===== config.mk =====
export PLATFORM = sky130hd
export DESIGN_NAME = srp_ctrl
export DESIGN_NICKNAME = d
export VERILOG_FILES = /design/src/rtl/skyline_rect_packer_defines.svh /design/src/rtl/srp_pkg.sv /design/src/rtl/srp_ctrl.sv
export SDC_FILE = /design/constraint.sdc
export NUM_CORES = 1
export LEC_CHECK = 0
export ABC_AREA = 1
export BUFFER_PORTS_ARGS = -buffer_cell sky130_fd_sc_hd__buf_4
export CAP_MARGIN = 20
export CORE_AREA = 2 2 39 41
export DETAILED_ROUTE_END_ITERATION = 8
export DIE_AREA = 0 0 41 43
export PLACE_DENSITY = 0.74
export SLEW_MARGIN = 5
export SYNTH_ARGS = -nofsm -noshare
export SYNTH_HDL_FRONTEND = slang
export SYNTH_SLANG_ARGS = --single-unit

===== constraint.sdc =====
create_clock -name clk -period 1.73 [get_ports clk]
set_input_delay 0.173 -clock clk [delete_from_list [all_inputs] [get_ports clk]]
set_output_delay 0.173 -clock clk [all_outputs]
set_load 0.02 [all_outputs]

===== src/rtl/skyline_rect_packer_defines.svh =====
// Assertion helpers for the skyline packer
`ifndef SKYLINE_RECT_PACKER_DEFINES_SVH
`define SKYLINE_RECT_PACKER_DEFINES_SVH

// same-cycle implication, checked outside reset
`define SRP_ASSERT_IMP(lbl, ante, cons, msg) \
  lbl: assert property (@(posedge clk) disable iff (rst) (ante) |-> (cons)) \
    else $error(msg);

// next-cycle implication, checked outside reset
`define SRP_ASSERT_NXT(lbl, ante, cons, msg) \
  lbl: assert property (@(posedge clk) disable iff (rst) (ante) |=> (cons)) \
    else $error(msg);

`endif


===== src/rtl/srp_pkg.sv =====
package srp_pkg;

  // fixed field widths
  localparam int SIZE_BITS = 13;
  localparam int OUT_BITS  = 12;

  // defaults for the top-level parameters
  localparam int DEF_MAX_SEGMENTS = 256;
  localparam int DEF_COORD_BITS   = 13;

  // atlas size after reset
  localparam int ATLAS_RESET = 512;

  // register index codes (address bit 2)
  localparam logic CFG_ATLAS_WIDTH  = 1'b0;
  localparam logic CFG_ATLAS_HEIGHT = 1'b1;

  // controller to datapath strobes
  typedef struct packed {
    logic init;
    logic load_req;
    logic clr;
    logic rd_i;
    logic chk_i;
    logic rd_j;
    logic chk_j;
    logic next_i;
    logic up_begin;
    logic emit_n;
    logic rd_k;
    logic use_k;
    logic flush;
    logic load_out;
  } srp_cmd_t;

  // datapath to controller status
  typedef struct packed {
    logic x_fail;
    logic y_fail;
    logic zero_w;
    logic j_end;
    logic left_pos;
    logic last_i;
    logic found;
    logic k_best;
    logic k_end;
    logic ins_done;
    logic full;
  } srp_stat_t;

endpackage


===== src/rtl/srp_ctrl.sv =====
module srp_ctrl import srp_pkg::*; (
  input  logic      clk,
  input  logic      rst,
  input  logic      in_valid,
  output logic      in_stall,
  input  logic      req_type,
  output logic      out_valid,
  input  logic      out_stall,
  input  srp_stat_t st,
  output srp_cmd_t  cmd
);

  localparam logic [3:0] S_INIT     = 4'd0;
  localparam logic [3:0] S_IDLE     = 4'd1;
  localparam logic [3:0] S_CLR      = 4'd2;
  localparam logic [3:0] S_FIT_RD   = 4'd3;
  localparam logic [3:0] S_FIT_CHK  = 4'd4;
  localparam logic [3:0] S_WALK_RD  = 4'd5;
  localparam logic [3:0] S_WALK_CHK = 4'd6;
  localparam logic [3:0] S_NEXT     = 4'd7;
  localparam logic [3:0] S_FIT_END  = 4'd8;
  localparam logic [3:0] S_UP_RD    = 4'd9;
  localparam logic [3:0] S_UP_USE   = 4'd10;
  localparam logic [3:0] S_FLUSH    = 4'd11;
  localparam logic [3:0] S_DONE     = 4'd12;

  logic [3:0] state, state_next;
  logic       out_valid_next;

  assign in_stall = (state != S_IDLE);

  // sequencing
  always_comb begin
    state_next = state;
    cmd        = '0;
    case (state)
      S_INIT: begin
        cmd.init   = 1'b1;
        state_next = S_IDLE;
      end
      S_IDLE: begin
        if (in_valid) begin
          cmd.load_req = 1'b1;
          if (req_type)     state_next = S_CLR;
          else if (st.full) state_next = S_DONE;
          else              state_next = S_FIT_RD;
        end
      end
      S_CLR: begin
        cmd.clr    = 1'b1;
        state_next = S_DONE;
      end
      S_FIT_RD: begin
        cmd.rd_i   = 1'b1;
        state_next = S_FIT_CHK;
      end
      S_FIT_CHK: begin
        cmd.chk_i = 1'b1;
        if (st.x_fail || st.zero_w) state_next = S_NEXT;
        else                        state_next = S_WALK_RD;
      end
      S_WALK_RD: begin
        cmd.rd_j = 1'b1;
        if (st.j_end) state_next = S_NEXT;
        else          state_next = S_WALK_CHK;
      end
      S_WALK_CHK: begin
        cmd.chk_j = 1'b1;
        if (st.y_fail || !st.left_pos) state_next = S_NEXT;
        else                           state_next = S_WALK_RD;
      end
      S_NEXT: begin
        cmd.next_i = 1'b1;
        if (st.last_i) state_next = S_FIT_END;
        else           state_next = S_FIT_RD;
      end
      S_FIT_END: begin
        if (st.found) begin
          cmd.up_begin = 1'b1;
          state_next   = S_UP_RD;
        end else begin
          state_next = S_DONE;
        end
      end
      S_UP_RD: begin
        if (st.k_best && !st.ins_done) begin
          cmd.emit_n = 1'b1;
        end else if (st.k_end) begin
          state_next = S_FLUSH;
        end else begin
          cmd.rd_k   = 1'b1;
          state_next = S_UP_USE;
        end
      end
      S_UP_USE: begin
        cmd.use_k  = 1'b1;
        state_next = S_UP_RD;
      end
      S_FLUSH: begin
        cmd.flush  = 1'b1;
        state_next = S_DONE;
      end
      S_DONE: begin
        if (!(out_valid && out_stall)) begin
          cmd.load_out = 1'b1;
          state_next   = S_IDLE;
        end
      end
      default: state_next = S_INIT;
    endcase
  end

  // output word pending flag
  assign out_valid_next = cmd.load_out || (out_valid && out_stall);

  always_ff @(posedge clk) begin
    if (rst) begin
      state     <= S_INIT;
      out_valid <= 1'b0;
    end else begin
      state     <= state_next;
      out_valid <= out_valid_next;
    end
  end

endmodule


==> metrics.cfg, run 1 <==
[layout]
layout.nets = 154
fillers = 154
area.growth.synth_to_final_pct = 53.85
final_cell_mix = buf_4 (31), nand2_1 (27), nor2_1 (18), inv_1 (18), nand3_1 (10)
final_common_cell = buf_4
drive_gt1_share_pct = 34.31
n_antenna_cell = 0
final_area_sq_um = 800.8
final_cells = 153

[worst_setup_path]
r2r_setup_slack_ns = 0.48
worstPathRequired_ns = 1.56
critical_path_class = reg -> out
cp.arrival_ns = 1.33
cp_max_fo = 5
reg2reg_depth = 7
worstSetupEndpointType = output port
r2r-start = state[2]$_SDFFE_PP0P_
cp-start-kind = flop
reg2reg_to = state[2]$_SDFFE_PP0P_

[floorplan]
die_h_um = 43
initial_core_util_pct = 37.61
core_area_sq_um = 1384
die_area_sq_um = 1763
die_x_um = 41
rows = 14
ios = 32

[min_path]
hold_class = in -> reg
hold-path-endpoint = out_valid$_SDFF_PP0_
hold_depth = 2
min_from = rst

[logic_synthesis]
syn_inst = 102
synth.avg_cell_area_sq_um = 5.103
synth_fp_nets = 118
ys_ff_latch = 5
ys_types = 14
netlist_area_sq_um = 520.5
yosys_warnings = 0
yosysSeqAreaShare_pct = 19.23

[routing]
routed_wl_mm = 1.458
num_vias = 720
vias_per_cell = 4.706
initialDrtViolationCount = 19
wl_per_cell_um = 9.529
drtAntennaViolNets = 0
dr.pass1.iters = 4
drc = 0

[outcome]
status = finished clean

[placed_design]
port_buffers = 31
gp_congestion = 0.8423
place_ws_ns = 0.4863
place_inst = 149
postPlaceCellArea_sq_um = 774.5
hpwl_mm = 1.224

[cts]
clk_pin_slew_ns = 0.04
cts_resized = 0
cts_buffers = 3
cts_tree = done
clk_latency_ns = 0.24
h-tree-depth = 1
clock_path_buffers = 2
cts.sinks = 5
hold_buffers = 0
cts_root_buf = clkbuf_4
postCtsSetupBuffers = 0

[timing]
fin_setup_tns_ns = 0
slew_viol_final = 0
worst_slack_ns = 0.2301
setup_viol = 0
hold_violations = 0
fin_skew_ns = 0.001581
min_period_ns = 1.500
tightestPinTransition_ns = 0.3232
slew_headroom_pct = 78.40
fin_crit_sh_pct = 86.70
rsz0062_at_grt = false
timing.fmax_ghz = 0.6667

[global_route]
antenna_found_initial = 0
track_usage_pct = 17.49
grt_first_pass_wirelength_mm = 2.042
grt_pass1_vias = 558
grt-ovfl-total = 0
grt_start_max_net_pins = 7

[power_and_ir_drop]
peakVddDrop_mv = 0.6304
cellPowerDensity_nw_per_um2 = 1421
leakage_nw = 0.5086
report.power.total_mw = 1.138

[job]
drv_cap = 0

[area by class of cell]
class	instances	area, sq um	area share, %
multi-input combinational	75	339.1	42.34
tap	16	20.02	2.500
clock buffer	4	26.28	3.281
timing repair buffer	31	232.7	29.06
inverter	22	82.58	10.31
sequential	5	100.1	12.50
[critical path, stage by stage (launching register included)]
cell	delay [ns]
dfxtp_1	0.40
nand2_1	0.14
a2111oi_1	0.34
buf_4	0.21
[how the worst max path moves through the flow]
stage	from	slack (ns)	depth (start not counted)	end
finish	state[0]$_SDFFE_PP0P_	0.23	3	cmd[3]
global route	state[0]$_SDFFE_PP0P_	0.15	3	cmd[3]
CTS	state[0]$_SDFFE_PP0P_	0.23	3	cmd[3]
detailed placement	state[2]$_SDFFE_PP0P_	0.49	8	state[2]$_SDFFE_PP0P_
global placement	state[0]$_SDFFE_PP0P_	0.51	7	state[1]$_SDFFE_PP0P_
floorplan	state[0]$_SDFFE_PP0P_	0.23	2	cmd[3]
[Yosys cell counts]
library cell / count / area, sq um
nand2_1: 27 / 101.4
nor2_1: 18 / 67.56
nand3_1: 10 / 50.05
o21ai_0: 2 / 10.01
o21ai_1: 3 / 15.01
nand3_2: 1 / 10.01
dfxtp_1: 5 / 100.1
a21oi_1: 4 / 20.02
nor3_1: 1 / 5.000
inv_2: 4 / 15.01
inv_1: 18 / 67.56
a2111oi_0: 1 / 8.760
nand2_2: 2 / 12.51
nor2_2: 6 / 37.54
[cells by family (layout without fill, tap and decap cells)]
kind of cell,count (synthesis),after routing,synth area share [%]
buffers and inverters,22,57,15.86
flip-flops,5,5,19.23
AND/OR/NAND/NOR,65,65,54.57
AO/OA/AOI/OAI,10,10,10.34
[routing by layer]
metal  track usage, %  up-vias  share of wire (%)
met5                0        -                  0
met4            12.00        0                2.3
met3            2.094        4                9.0
met2            27.81       34                 47
met1            20.32      299                 41
li1                 -      383                  -
[through the flow]
step	hold slack, ns	util (%)
2_1_floorplan	0.2421	-
3_3_place_gp	0.3718	55.97
3_5_place_dp	0.3797	55.97
4_1_cts	0.1179	57.87
5_1_grt	0.1271	57.87
6_report	0.1249	57.87
[where the power goes]
part / leakage, nW / switching, mW / total, mW / internal, mW
combinational: 0.453 / 0.491 / 0.783 / 0.292
sequential: 0.0410 / 0.0615 / 0.218 / 0.157
clock: 0.0150 / 0.0490 / 0.136 / 0.0873
[state kept, by name, indices dropped and copies added, names as in the netlist]
register / cells
state: 4
out_valid: 1
(Power assumes the default switching activity.)
==> run 2, diff against run 1 <==
--- a/config.mk
+++ b/config.mk
@@ -8,10 +8,11 @@
 export ABC_AREA = 1
 export BUFFER_PORTS_ARGS = -buffer_cell sky130_fd_sc_hd__buf_4
 export CAP_MARGIN = 20
-export CORE_AREA = 2 2 39 41
+export CELL_PAD_IN_SITES_DETAIL_PLACEMENT = 0
+export CELL_PAD_IN_SITES_GLOBAL_PLACEMENT = 1
+export CORE_UTILIZATION = 26
 export DETAILED_ROUTE_END_ITERATION = 8
-export DIE_AREA = 0 0 41 43
-export PLACE_DENSITY = 0.74
+export PLACE_DENSITY_LB_ADDON = 0.1
 export SLEW_MARGIN = 5
 export SYNTH_ARGS = -nofsm -noshare
 export SYNTH_HDL_FRONTEND = slang
==> metrics.cfg, run 2 (same netlist as run 1, synthesis figures left out) <==
[worst_setup_path]
cp-start-kind = flop  ; unchanged
cp_cell_sequence = nand2_1, a2111oi_1, buf_4  ; unchanged
cp_max_fo = 5  ; unchanged
path_buf_inv = 1  ; unchanged
critical_path_class = reg -> out  ; unchanged
cp.arrival_ns = 1.34  ; was 1.33 ns
slowest_stage = dfxtp_1  ; unchanged
crit_family = flip-flops  ; unchanged
cp_slowest_stage_delay_ns = 0.40  ; about the same
worstPathRequired_ns = 1.56  ; about the same
worstSetupEndpointType = output port  ; unchanged

[power_and_ir_drop]
cellPowerDensity_nw_per_um2 = 1431  ; was 1421 nW/um^2
p_int_uw = 536.3  ; about the same
report.power.total_mw = 1.162  ; was 1.138 mW
switching_share_pct = 53.84  ; was 52.87%
power_frac_clock_pct = 11.8  ; was 12.0%
peakVddDrop_mv = 0.9371  ; was 0.6304 mV
leakage_nw = 0.5086  ; unchanged
p_switching_uw = 625.5  ; was 601.7 uW
combPwrFrac_pct = 69.4  ; was 68.8%
seqPwrFrac_pct = 18.7  ; was 19.2%

[routing]
dr.pass1.iters = 4  ; unchanged
num_vias = 716  ; was 720
initialDrtViolationCount = 15  ; was 19
routed_wl_mm = 1.598  ; was 1.458 mm
wl_per_cell_um = 9.864  ; was 9.529 um
drtAntennaViolNets = 0  ; unchanged
drc = 0  ; unchanged
vias_per_cell = 4.420  ; was 4.706

[floorplan]
die_area_sq_um = 2185  ; was 1763 sq um
die_h_um = 46.74  ; was 43 um
core_area_sq_um = 1802  ; was 1384 sq um
die_x_um = 46.74  ; was 41 um
initial_core_util_pct = 28.89  ; was 37.61%
ios = 32  ; unchanged
rows = 15  ; was 14

[layout]
final_cell_mix = buf_4 (31), nand2_1 (27), nor2_1 (18), inv_1 (18), nand3_1 (10)  ; unchanged
final_common_cell = buf_4  ; unchanged
layout.nets = 154  ; unchanged
drive_gt1_share_pct = 34.31  ; unchanged
reg.largest.list = state x4, out_valid x1  ; unchanged
largest_reg_flops = 4  ; unchanged
n_antenna_cell = 0  ; unchanged
regMostFlops = state  ; unchanged
area.growth.synth_to_final_pct = 56.01  ; was 53.85%
final_cells = 162  ; was 153

[placed_design]
place_inst = 158  ; was 149
hpwl_mm = 1.348  ; was 1.224 mm
gp_congestion = 0.7748  ; was 0.8423
place_ws_ns = 0.4441  ; was 0.4863 ns
port_buffers = 31  ; unchanged

[timing]
fin_skew_ns = 0.01199  ; was 0.001581 ns
setup_viol = 0  ; unchanged
fin_setup_tns_ns = 0  ; unchanged
tightestPinTransition_ns = 0.3181  ; was 0.3232 ns
hold_violations = 0  ; unchanged
min_period_ns = 1.514  ; was 1.500 ns
slew_viol_final = 0  ; unchanged
worst_slack_ns = 0.2160  ; was 0.2301 ns
timing.fmax_ghz = 0.6605  ; was 0.6667 GHz
rsz0062_at_grt = false  ; unchanged
fin_crit_sh_pct = 87.51  ; was 86.70%
slew_headroom_pct = 78.74  ; was 78.40%

[global_route]
track_usage_pct = 16.68  ; was 17.49%
met2_usage_pct = 24.72  ; was 27.81%
grt_start_max_net_pins = 7  ; unchanged
grt_pass1_vias = 567  ; was 558
antenna_found_initial = 0  ; unchanged
met3_usage_pct = 3.462  ; was 2.094%
grt-ovfl-total = 0  ; unchanged
use_met1_pct = 24.19  ; was 20.32%
grt-busiest-layer = met2  ; unchanged
grt_first_pass_wirelength_mm = 2.518  ; was 2.042 mm

[cts]
cts_root_buf = clkbuf_4  ; unchanged
clk_pin_slew_ns = 0.05  ; was 0.04 ns
hold_buffers = 0  ; unchanged
cts_tree = done  ; unchanged
cts_buffers = 3  ; unchanged
clock_path_buffers = 2  ; unchanged
clk_latency_ns = 0.25  ; was 0.24 ns
postCtsSetupBuffers = 0  ; unchanged
cts_resized = 0  ; unchanged
h-tree-depth = 1  ; unchanged
cts.sinks = 5  ; unchanged

[outcome]
status = finished clean  ; unchanged

[job]
drv_cap = 0  ; unchanged

[min_path]
hold_class = in -> reg  ; unchanged

run 2: cell counts in the layout (fill, tap and decap cells not counted):
Identical to the previous run, type by type.
run 2: final timing paths:
check / startpoint / to / slack [ns] / cells past startpoint
max reg2reg: state[0]$_SDFFE_PP0P_ / state[0]$_SDFFE_PP0P_ / 0.41 / 7
min reg2reg: out_valid$_SDFF_PP0_ / out_valid$_SDFF_PP0_ / 0.53 / 2
min: rst / state[2]$_SDFFE_PP0P_ / 0.12 / 2
max: state[0]$_SDFFE_PP0P_ / cmd[3] / 0.22 / 3
run 2: cell type report:
class | count | area (sq um)
fillers | 225 | 989.7
inverters | 22 | 82.58
multi-input cells | 75 | 339.1
flip-flops and latches | 5 | 100.1
repair buffers | 31 | 232.7
well taps | 25 | 31.28
clock buffers | 4 | 26.28
run 2: metrics by stage:
stage | hold slack [ns] | area, sq um | utilization [%]
3_5_place_dp | 0.3764 | 785.8 | 43.61
2_1_floorplan | 0.2421 | 521.8 | -
6_report | 0.1163 | 812.0 | 45.07
5_1_grt | 0.1067 | 812.0 | 45.07
3_3_place_gp | 0.3768 | 785.8 | 43.61
4_1_cts | 0.1080 | 812.0 | 45.07
run 2: per-layer routing:
| layer | up-vias | share of wire (%) |
|---|---|---|
| li1 | 382 | - |
| met1 | 308 | 47 |
| met2 | 26 | 47 |
| met3 | 0 | 5.8 |
| met4 | 0 | 0 |
| met5 | - | 0 |
run 2: worst reg2reg max path: stages (launching register included):
cell	delay (ns)
dfxtp_1	0.34
nor2_1	0.29
nand2_1	0.20
nand3_1	0.13
nor2_1	0.05
nand2_1	0.08
nand2_1	0.05
a21oi_1	0.11
run 2: power by group through the flow:
stage / logic (mW) / clock network, mW / registers [mW]
floorplan: 0.542 / 0 / 0.211
global placement: 0.803 / 0 / 0.220
detailed placement: 0.806 / 0 / 0.220
CTS: 0.810 / 0.143 / 0.218
global route: 0.892 / 0.157 / 0.228
finish: 0.807 / 0.138 / 0.218
